## config.mk

```make
export PLATFORM = sky130hd
export DESIGN_NAME = positional_list_store
export DESIGN_NICKNAME = d
export VERILOG_FILES = /design/src/rtl/plst_pkg.sv /design/src/rtl/plst_ctrl.sv /design/src/rtl/plst_datapath.sv /design/src/rtl/positional_list_store.sv
export SDC_FILE = /design/constraint.sdc
export NUM_CORES = 2
export LEC_CHECK = 0
export BUFFER_PORTS_ARGS = -buffer_cell sky130_fd_sc_hd__buf_4
export CORE_MARGIN = 5
export CORE_UTILIZATION = 35
export CTS_BUF_LIST = sky130_fd_sc_hd__clkbuf_8
export CTS_CLUSTER_DIAMETER = 30
export DETAILED_ROUTE_END_ITERATION = 8
export SLEW_MARGIN = 15
export SYNTH_ARGS = -nofsm -noshare
export SYNTH_HDL_FRONTEND = slang
export SYNTH_SLANG_ARGS = --single-unit
```

## constraint.sdc

```tcl
create_clock -name clk -period 17.75 [get_ports clk]
set_input_delay 0.8875 -clock clk [delete_from_list [all_inputs] [get_ports clk]]
set_output_delay 0.8875 -clock clk [all_outputs]
set_load 0.02 [all_outputs]
```

## src/rtl/plst_pkg.sv

```systemverilog
`default_nettype none

package plst_pkg;

    // Default number of list cells.
    localparam int CAPACITY_DEF = 16;

    // Field widths of the stream payloads.
    localparam int ACTION_W = 3;
    localparam int VALUE_W  = 32;
    localparam int POS_W    = 5;
    localparam int STATUS_W = 2;
    localparam int TOTAL_W  = 5;

    // Action codes.
    localparam logic [ACTION_W-1:0] ACT_INS_FRONT = 3'd0;
    localparam logic [ACTION_W-1:0] ACT_INS_BACK  = 3'd1;
    localparam logic [ACTION_W-1:0] ACT_INS_POS   = 3'd2;
    localparam logic [ACTION_W-1:0] ACT_DEL_FRONT = 3'd3;
    localparam logic [ACTION_W-1:0] ACT_DEL_BACK  = 3'd4;
    localparam logic [ACTION_W-1:0] ACT_READ      = 3'd5;

    // Result status codes.
    localparam logic [STATUS_W-1:0] ST_OK     = 2'd0;
    localparam logic [STATUS_W-1:0] ST_BADPOS = 2'd1;
    localparam logic [STATUS_W-1:0] ST_EMPTY  = 2'd2;
    localparam logic [STATUS_W-1:0] ST_FULL   = 2'd3;

    // Where an insert places the new entry.
    typedef enum logic [1:0] {
        INS_FRONT = 2'd0,
        INS_BACK  = 2'd1,
        INS_POS   = 2'd2
    } ins_sel_t;

    // Commands from the controller to the datapath.
    typedef struct packed {
        logic                load;
        logic                ins;
        ins_sel_t            ins_sel;
        logic                del_front;
        logic                del_back;
        logic                rd;
        logic [STATUS_W-1:0] status;
    } plst_cmd_t;

    // Status from the datapath to the controller.
    typedef struct packed {
        logic count_zero;
        logic count_full;
        logic ins_pos_ok;
        logic rd_pos_ok;
    } plst_stat_t;

endpackage

`default_nettype wire

```

## src/rtl/plst_ctrl.sv

```systemverilog
`default_nettype none

module plst_ctrl (
    input  wire logic                          clk,
    input  wire logic                          rst_n,
    input  wire logic                          in_valid,
    output logic                               in_ready,
    input  wire logic [plst_pkg::ACTION_W-1:0] action,
    output logic                               out_valid,
    input  wire logic                          out_ready,
    input  wire plst_pkg::plst_stat_t          stat,
    output plst_pkg::plst_cmd_t                cmd
);
    import plst_pkg::*;

    typedef enum logic [1:0] {
        S_IDLE = 2'b01,
        S_HOLD = 2'b10
    } state_t;

    state_t state_reg;
    state_t state_next;
    logic   accept;

    // A new transaction is taken when no result waits or the waiting one leaves now.
    assign in_ready  = (state_reg == S_IDLE) || out_ready;
    assign out_valid = (state_reg == S_HOLD);
    assign accept    = in_valid && in_ready;

    always_comb
    begin
        case (state_reg)
            S_IDLE:
            begin
                state_next = accept ? S_HOLD : S_IDLE;
            end
            S_HOLD:
            begin
                if (accept)
                    state_next = S_HOLD;
                else if (out_ready)
                    state_next = S_IDLE;
                else
                    state_next = S_HOLD;
            end
            default:
            begin
                state_next = S_IDLE;
            end
        endcase
    end

    always_ff @(posedge clk or negedge rst_n)
    begin
        if (!rst_n)
            state_reg <= S_IDLE;
        else
            state_reg <= state_next;
    end

    // Decode the action and check it against the list status.
    always_comb
    begin
        cmd           = '0;
        cmd.ins_sel   = INS_FRONT;
        cmd.status    = ST_OK;
        cmd.load      = accept;
        case (action)
            ACT_INS_FRONT:
            begin
                if (stat.count_full)
                    cmd.status = ST_FULL;
                else
                begin
                    cmd.ins     = accept;
                    cmd.ins_sel = INS_FRONT;
                end
            end
            ACT_INS_BACK:
            begin
                if (stat.count_full)
                    cmd.status = ST_FULL;
                else
                begin
                    cmd.ins     = accept;
                    cmd.ins_sel = INS_BACK;
                end
            end
            ACT_INS_POS:
            begin
                if (!stat.ins_pos_ok)
                    cmd.status = ST_BADPOS;
                else if (stat.count_full)
                    cmd.status = ST_FULL;
                else
                begin
                    cmd.ins     = accept;
                    cmd.ins_sel = INS_POS;
                end
            end
            ACT_DEL_FRONT:
            begin
                if (stat.count_zero)
                    cmd.status = ST_EMPTY;
                else
                    cmd.del_front = accept;
            end
            ACT_DEL_BACK:
            begin
                if (stat.count_zero)
                    cmd.status = ST_EMPTY;
                else
                    cmd.del_back = accept;
            end
            ACT_READ:
            begin
                if (stat.count_zero)
                    cmd.status = ST_EMPTY;
                else if (!stat.rd_pos_ok)
                    cmd.status = ST_BADPOS;
                else
                    cmd.rd = accept;
            end
            default:
            begin
                cmd.status = ST_OK;
            end
        endcase
    end

endmodule

`default_nettype wire

```

## src/rtl/plst_datapath.sv

```systemverilog
`default_nettype none

module plst_datapath #(
    parameter int CAPACITY = plst_pkg::CAPACITY_DEF
) (
    input  wire logic                                 clk,
    input  wire logic                                 rst_n,
    input  wire logic signed [plst_pkg::VALUE_W-1:0]  value,
    input  wire logic        [plst_pkg::POS_W-1:0]    position,
    input  wire plst_pkg::plst_cmd_t                  cmd,
    output plst_pkg::plst_stat_t                      stat,
    output logic             [plst_pkg::STATUS_W-1:0] status,
    output logic signed      [plst_pkg::VALUE_W-1:0]  read_value,
    output logic             [plst_pkg::TOTAL_W-1:0]  entry_total
);
    import plst_pkg::*;

    localparam int IDX_W = (CAPACITY > 1) ? $clog2(CAPACITY) : 1;
    localparam int CNT_W = $clog2(CAPACITY + 1);
    // Compare width wide enough for the count, the position and one more.
    localparam int CMP_W = ((CNT_W > POS_W) ? CNT_W : POS_W) + 1;

    logic signed [VALUE_W-1:0]  cells_reg [CAPACITY];
    logic signed [VALUE_W-1:0]  cells_next [CAPACITY];
    logic        [CNT_W-1:0]    count_reg;
    logic        [CNT_W-1:0]    count_next;
    logic        [STATUS_W-1:0] status_reg;
    logic signed [VALUE_W-1:0]  rdval_reg;
    logic signed [VALUE_W-1:0]  rdval_next;

    logic [CMP_W-1:0] pos_ext;
    logic [CMP_W-1:0] cnt_ext;
    logic [CMP_W-1:0] pos_m1;
    logic [IDX_W-1:0] pos_idx;
    logic [IDX_W-1:0] ins_idx;

    // Position checks against the current count.
    assign pos_ext = CMP_W'(position);
    assign cnt_ext = CMP_W'(count_reg);
    assign pos_m1  = pos_ext - CMP_W'(1);
    assign pos_idx = pos_m1[IDX_W-1:0];

    assign stat.count_zero = (count_reg == '0);
    assign stat.count_full = (count_reg >= CNT_W'(CAPACITY));
    assign stat.ins_pos_ok = (pos_ext != '0) && (pos_ext <= cnt_ext + CMP_W'(1));
    assign stat.rd_pos_ok  = (pos_ext != '0) && (pos_ext <= cnt_ext);

    // Cell index that the new entry takes.
    always_comb
    begin
        case (cmd.ins_sel)
            INS_FRONT: ins_idx = '0;
            INS_BACK:  ins_idx = count_reg[IDX_W-1:0];
            INS_POS:   ins_idx = pos_idx;
            default:   ins_idx = '0;
        endcase
    end

    // Each cell takes its own value, its lower neighbor's, its upper neighbor's or the new one.
    always_comb
    begin
        for (int k = 0; k < CAPACITY; k++)
        begin
            cells_next[k] = cells_reg[k];
            if (cmd.ins)
            begin
                if (IDX_W'(k) == ins_idx)
                    cells_next[k] = value;
                else if ((k > 0) && (IDX_W'(k) > ins_idx))
                    cells_next[k] = cells_reg[(k > 0) ? k - 1 : 0];
            end
            else if (cmd.del_front && (k < CAPACITY - 1))
            begin
                cells_next[k] = cells_reg[(k < CAPACITY - 1) ? k + 1 : k];
            end
        end
    end

    // Entry count follows inserts and deletes.
    always_comb
    begin
        count_next = count_reg;
        if (cmd.ins)
            count_next = count_reg + CNT_W'(1);
        else if (cmd.del_front || cmd.del_back)
            count_next = count_reg - CNT_W'(1);
    end

    assign rdval_next = cmd.rd ? cells_reg[pos_idx] : '0;

    always_ff @(posedge clk)
    begin
        for (int k = 0; k < CAPACITY; k++)
            cells_reg[k] <= cells_next[k];
        if (cmd.load)
        begin
            status_reg <= cmd.status;
            rdval_reg  <= rdval_next;
        end
    end

    always_ff @(posedge clk or negedge rst_n)
    begin
        if (!rst_n)
            count_reg <= '0;
        else
            count_reg <= count_next;
    end

    // The count only changes with a new result, so it belongs to the held one.
    assign status      = status_reg;
    assign read_value  = rdval_reg;
    assign entry_total = TOTAL_W'(count_reg);

endmodule

`default_nettype wire

```

## src/rtl/positional_list_store.sv

```systemverilog
// Positional list store: an ordered list of up to CAPACITY signed 32-bit values.
// Action transactions arrive on the s_ channel (s_tvalid, s_tready, s_tdata) and
// each one gives exactly one result transaction on the m_ channel.
// s_tdata carries action, value and position; m_tdata returns status, the value
// read and the entry count after the action.
// Actions: insert at front, back or a 1-based position, delete front or back,
// and read the entry at a 1-based position.
// The result is in the output register the cycle after the action is accepted.
// Throughput, with no stall, is one action per cycle; every cell of the
// list shifts in parallel and the count register updates in that same cycle.
// The output register decouples the two sides: a new action is accepted in the
// same cycle the held result is taken. While the receiver stalls, the result
// holds and s_tready stays low, so the next action waits at the sender.
// Reset clears the entry count and the output valid; cell contents are not
// cleared, since only entries below the count are ever read.
`default_nettype none

module positional_list_store #(
    parameter int CAPACITY = plst_pkg::CAPACITY_DEF
) (
    input  wire logic        clk,
    input  wire logic        rst_n,
    // s_tdata: action[2:0], value[34:3], position[39:35]
    input  wire logic        s_tvalid,
    output logic             s_tready,
    input  wire logic [39:0] s_tdata,
    // m_tdata: status[1:0], read_value[33:2], entry_total[38:34], zero[39]
    output logic             m_tvalid,
    input  wire logic        m_tready,
    output logic [39:0]      m_tdata
);
    import plst_pkg::*;

    plst_cmd_t                 cmd;
    plst_stat_t                stat;
    logic [STATUS_W-1:0]       status;
    logic signed [VALUE_W-1:0] read_value;
    logic [TOTAL_W-1:0]        entry_total;

    // Controller: handshake and action decode.
    plst_ctrl u_ctrl (
        .clk       (clk),
        .rst_n     (rst_n),
        .in_valid  (s_tvalid),
        .in_ready  (s_tready),
        .action    (s_tdata[2:0]),
        .out_valid (m_tvalid),
        .out_ready (m_tready),
        .stat      (stat),
        .cmd       (cmd)
    );

    // Datapath: list cells, count and result registers.
    plst_datapath #(
        .CAPACITY (CAPACITY)
    ) u_datapath (
        .clk         (clk),
        .rst_n       (rst_n),
        .value       (s_tdata[34:3]),
        .position    (s_tdata[39:35]),
        .cmd         (cmd),
        .stat        (stat),
        .status      (status),
        .read_value  (read_value),
        .entry_total (entry_total)
    );

    assign m_tdata = {1'b0, entry_total, read_value, status};

    // An accepted transaction always leaves a result behind it.
    a_result_follows: assert property (@(posedge clk) disable iff (!rst_n)
        (s_tvalid && s_tready) |=> m_tvalid)
        else $error("accepted transaction produced no result");

    // Inserts never go into a full list.
    a_no_ins_full: assert property (@(posedge clk) disable iff (!rst_n)
        cmd.ins |-> !stat.count_full)
        else $error("insert issued into a full list");

    // Reads only address entries that are held.
    a_rd_in_range: assert property (@(posedge clk) disable iff (!rst_n)
        cmd.rd |-> (stat.rd_pos_ok && !stat.count_zero))
        else $error("read issued outside the held entries");

    // At most one list operation per cycle, reads included.
    a_one_change: assert property (@(posedge clk) disable iff (!rst_n)
        $onehot0({cmd.ins, cmd.del_front, cmd.del_back, cmd.rd}))
        else $error("more than one list operation in a cycle");

endmodule

`default_nettype wire
```

==> PnR_summary.wiki <==
{| class="wikitable"
! Metric !! Value
|-
| DRC violations left || 0
|-
| Total power density per cell area || 115 nW/µm²
|-
| Seq/Total Area, Yosys || 0.520
|-
| Area of the placeable core || 90100 µm²
|-
| Highest ir drop seen on vdd || ~0.063 mV
|-
| Unrepaired setup endpoints after global routing || no
|-
| CTS Sinks || 553
|-
| Total number of vias || around 23000
|-
| Commonest non-fill, non-tap cell in the layout || sky130_fd_sc_hd__nand2_1
|-
| EDFF count, synth || ~550
|-
| Crit. End Element || register
|-
| Synth async-reset ratio || 0.0127
|-
| Wirelength, routed || 96100 µm
|-
| Worst Path Class, Setup || reg -> reg
|-
| Chip Height || between 300 and 400 µm
|-
| Status || completed
|-
| Number of distinct standard cells referenced by the synthesized netlist || 54
|-
| Setup total negative slack || 0 ns
|-
| Remaining global-route overflow || 0
|-
| Synth-to-Final Area Change || 13.8%
|-
| Width of the die || 312 µm
|-
| Num ports || 86
|-
| Cells after Synth || about 2700
|-
| Worst Hold Class || in -> reg
|-
| Crit share post-route || 0.315
|-
| Max H-tree Level || 4
|-
| Achievable frequency || 179 MHz
|-
| Final nets || 2796
|-
| Final slew viol count || 0
|-
| Via count of the first global-routing pass || 23100
|-
| Summed instance area of the synthesized netlist || 31900 µm²
|-
| Clock skew after layout || slightly above 0.05 ns
|-
| Data arrival time at the worst-slack endpoint || 6.06 ns
|-
| Max Root-Sink Buffers || 3
|-
| Num CTS Buffers || 133
|-
| Slack of the worst reg-to-reg path || about 12 ns
|-
| Number of register bits inferred by synthesis || 553
|-
| Number of failing setup endpoints in the final timing report || 0
|-
| Pin count of the biggest net entering global routing || 132
|-
| Mapped Avg Cell Area || 11.8 µm²
|-
| Buffer cell driving the clock tree root || sky130_fd_sc_hd__clkbuf_8
|-
| Main flop type after synthesis || sky130_fd_sc_hd__edfxtp_1
|-
| Relative slew slack || 0.241
|-
| Maximum capacitance violations || 0
|-
| Crit start category || register
|-
| Static Leak || 15.4 nW
|-
| Hpwl dp || between 50000 and 60000 µm
|-
| Antenna violations before repair || 4
|-
| Count of input and output buffers || 84
|-
| Required @ worst endpoint || 18.22 ns
|-
| Total nets after synthesis || 2771
|-
| Fin crit period || between 5 and 6 ns
|-
| Most used cells in the layout excluding fill and tap cells || 555 x sky130_fd_sc_hd__nand2_1, 546 x sky130_fd_sc_hd__edfxtp_1, 482 x sky130_fd_sc_hd__mux2i_1
|-
| Clk pin slew, worst setup/hold paths || 0.05 ns
|-
| Later-pin clock latency in the skew report || between 0.7 and 0.8 ns
|-
| Die ar. || 97100 µm²
|-
| Remaining antenna violation count || 0
|-
| Largest fanout of any net on the critical path || 125
|-
| Slew at the pin closest to its max-slew limit || 1.14 ns
|-
| DRT iter0 DRCs || about 2200
|-
| Count of synthesis-stage warnings from yosys || 0
|-
| Standard-cell row count || 110
|-
| Wire length of the first global-routing pass || about 140000 µm
|-
| Layout fillers || 8392
|-
| Tot GR Track Use || 0.191
|-
| Vias per Instance || 5.66
|-
| Layout cells sized above 1 || 0.185
|-
| Number of iterations in the first detailed-routing pass || 6
|-
| Final RePlAce weighted congestion || 0.805
|-
| Hold violation count in the final report || 0
|-
| Final routed wire length divided by cell count || approximately 24 µm
|-
| Starting Density || 0.353
|-
| Largest register FFs || 512
|-
| Number of cells after detailed placement || 3770
|-
| Count of placed standard cells in the final layout, fillers left out || 4018
|-
| TritonCTS clock tree || yes
|}
metal layers:
layer | global-route usage | vias to the layer above | wire [µm]
li1 | - | 10200 | -
met1 | 0.249 | 11400 | 40200
met2 | 0.317 | 913 | 46400
met3 | 0.0425 | 177 | 6930
met4 | 0.0672 | 0 | 2600
met5 | 0 | - | 0
repair_timing:
item / CTS / global route
endpoints found under the setup margin: 0 / 0
setup buffers: 0 / 0
hold endpoints to repair: 6 / 0
gates resized for setup: 0 / 0
hold buffers: 1 / 0
final cells by class:
cell class                      count  area [µm²]  area share
Tap cell                         1176        1470      0.0406
Clock inverter                    107         823      0.0227
Inverter                           18        68.8     0.00190
Sequential cell                   553       16600       0.457
Multi-Input combinational cell   1892       14400       0.398
Antenna cell                        4        10.0    0.000276
Clock buffer                      135        1860      0.0513
Timing Repair Buffer              133        1030      0.0284
critical path: stages (launching register included):
cell                       delay (ns)
sky130_fd_sc_hd__dfrtp_1         0.62
sky130_fd_sc_hd__ha_1            0.27
sky130_fd_sc_hd__nand3_1         0.11
sky130_fd_sc_hd__xnor2_1         0.16
sky130_fd_sc_hd__ha_1            0.30
sky130_fd_sc_hd__nand3_1         0.13
sky130_fd_sc_hd__o21bai_1        0.21
sky130_fd_sc_hd__a21o_1          0.20
sky130_fd_sc_hd__a21oi_4         0.16
sky130_fd_sc_hd__buf_4           0.80
sky130_fd_sc_hd__buf_4           0.91
sky130_fd_sc_hd__buf_4           0.94
sky130_fd_sc_hd__o21ai_0         0.27
power by group:
part           switching (mW)  internal [mW]
Combinational           0.534          0.308
Clock                   0.647          0.878
Sequential              0.118           1.68
path summary, 6_finish.rpt:
path	start	end	cells past startpoint
worst max-delay path	u_datapath.entry_total[0]	u_datapath.cells_reg[11][17]	12
worst min-delay path	s_tvalid	u_ctrl.state_reg[0]	2
worst max register to register	u_datapath.entry_total[0]	u_datapath.cells_reg[11][17]	12
worst min register to register	u_datapath.cells_reg[15][8]	u_datapath.cells_reg[14][8]	2
max in group asynchronous	rst_n	u_ctrl.state_reg[0]	2
min in group asynchronous	rst_n	u_ctrl.state_reg[1]	2
cells in the mapped netlist, types with 2 or more instances:
library cell / count / area (µm²)
sky130_fd_sc_hd__nand2_1: 564 / 2120
sky130_fd_sc_hd__edfxtp_1: 546 / 16400
sky130_fd_sc_hd__mux2i_1: 482 / 4820
sky130_fd_sc_hd__o21ai_0: 346 / 1730
sky130_fd_sc_hd__clkbuf_1: 136 / 510
sky130_fd_sc_hd__mux4_2: 128 / 2880
sky130_fd_sc_hd__o21ai_1: 124 / 621
sky130_fd_sc_hd__buf_2: 71 / 355
sky130_fd_sc_hd__a211oi_1: 66 / 495
sky130_fd_sc_hd__nor2b_1: 37 / 231
sky130_fd_sc_hd__mux2_2: 33 / 372
sky130_fd_sc_hd__buf_1: 23 / 86.3
sky130_fd_sc_hd__ha_1: 20 / 250
sky130_fd_sc_hd__inv_1: 17 / 63.8
sky130_fd_sc_hd__buf_4: 13 / 97.6
sky130_fd_sc_hd__a21oi_1: 12 / 60.1
sky130_fd_sc_hd__nor3_1: 11 / 55.1
sky130_fd_sc_hd__nor2_1: 8 / 30.0
sky130_fd_sc_hd__xnor2_1: 8 / 70.1
sky130_fd_sc_hd__nand3_1: 7 / 35.0
sky130_fd_sc_hd__dfrtp_1: 6 / 150
sky130_fd_sc_hd__a21o_1: 4 / 30.0
sky130_fd_sc_hd__and2_1: 4 / 25.0
sky130_fd_sc_hd__nand2_2: 3 / 18.8
sky130_fd_sc_hd__nand2b_1: 3 / 18.8
sky130_fd_sc_hd__and3_1: 2 / 12.5
sky130_fd_sc_hd__nand4_1: 2 / 12.5
sky130_fd_sc_hd__nor3_2: 2 / 20.0
sky130_fd_sc_hd__nor4_1: 2 / 12.5
sky130_fd_sc_hd__o21bai_1: 2 / 15.0
cells by family (layout without fill, tap and decap cells):
family                     Yosys count  after routing  synth area share
xor gates and xnor gates             9              9           0.00247
AOI/OAI and AO/OA                  566            566            0.0965
other                                1              5          0.000118
buffers and inverters              261            393            0.0351
and+or+nand+nor                    652            652            0.0834
muxes                              643            643             0.254
adders and majority gates           21             21           0.00848
DFF                                553            553             0.520
through the flow:
| step | hold slack [ns] | instance area, µm² | worst slack, ns | utilization | total power [mW] |
|---|---|---|---|---|---|
| after global placement | 0.531 | 33500 | 11.58 | 0.372 | 2.62 |
| after detailed placement | 0.548 | 33500 | 11.46 | 0.372 | 2.66 |
| after global routing | 0.214 | 36300 | 11.77 | 0.402 | 4.37 |
| after floorplan | 0.517 | 31900 | 10.43 | - | 2.36 |
| final | 0.266 | 36300 | 12.15 | 0.402 | 4.17 |
| after CTS | 0.197 | 36200 | 11.98 | 0.402 | 4.20 |
Power figures use the tool's default switching activity.
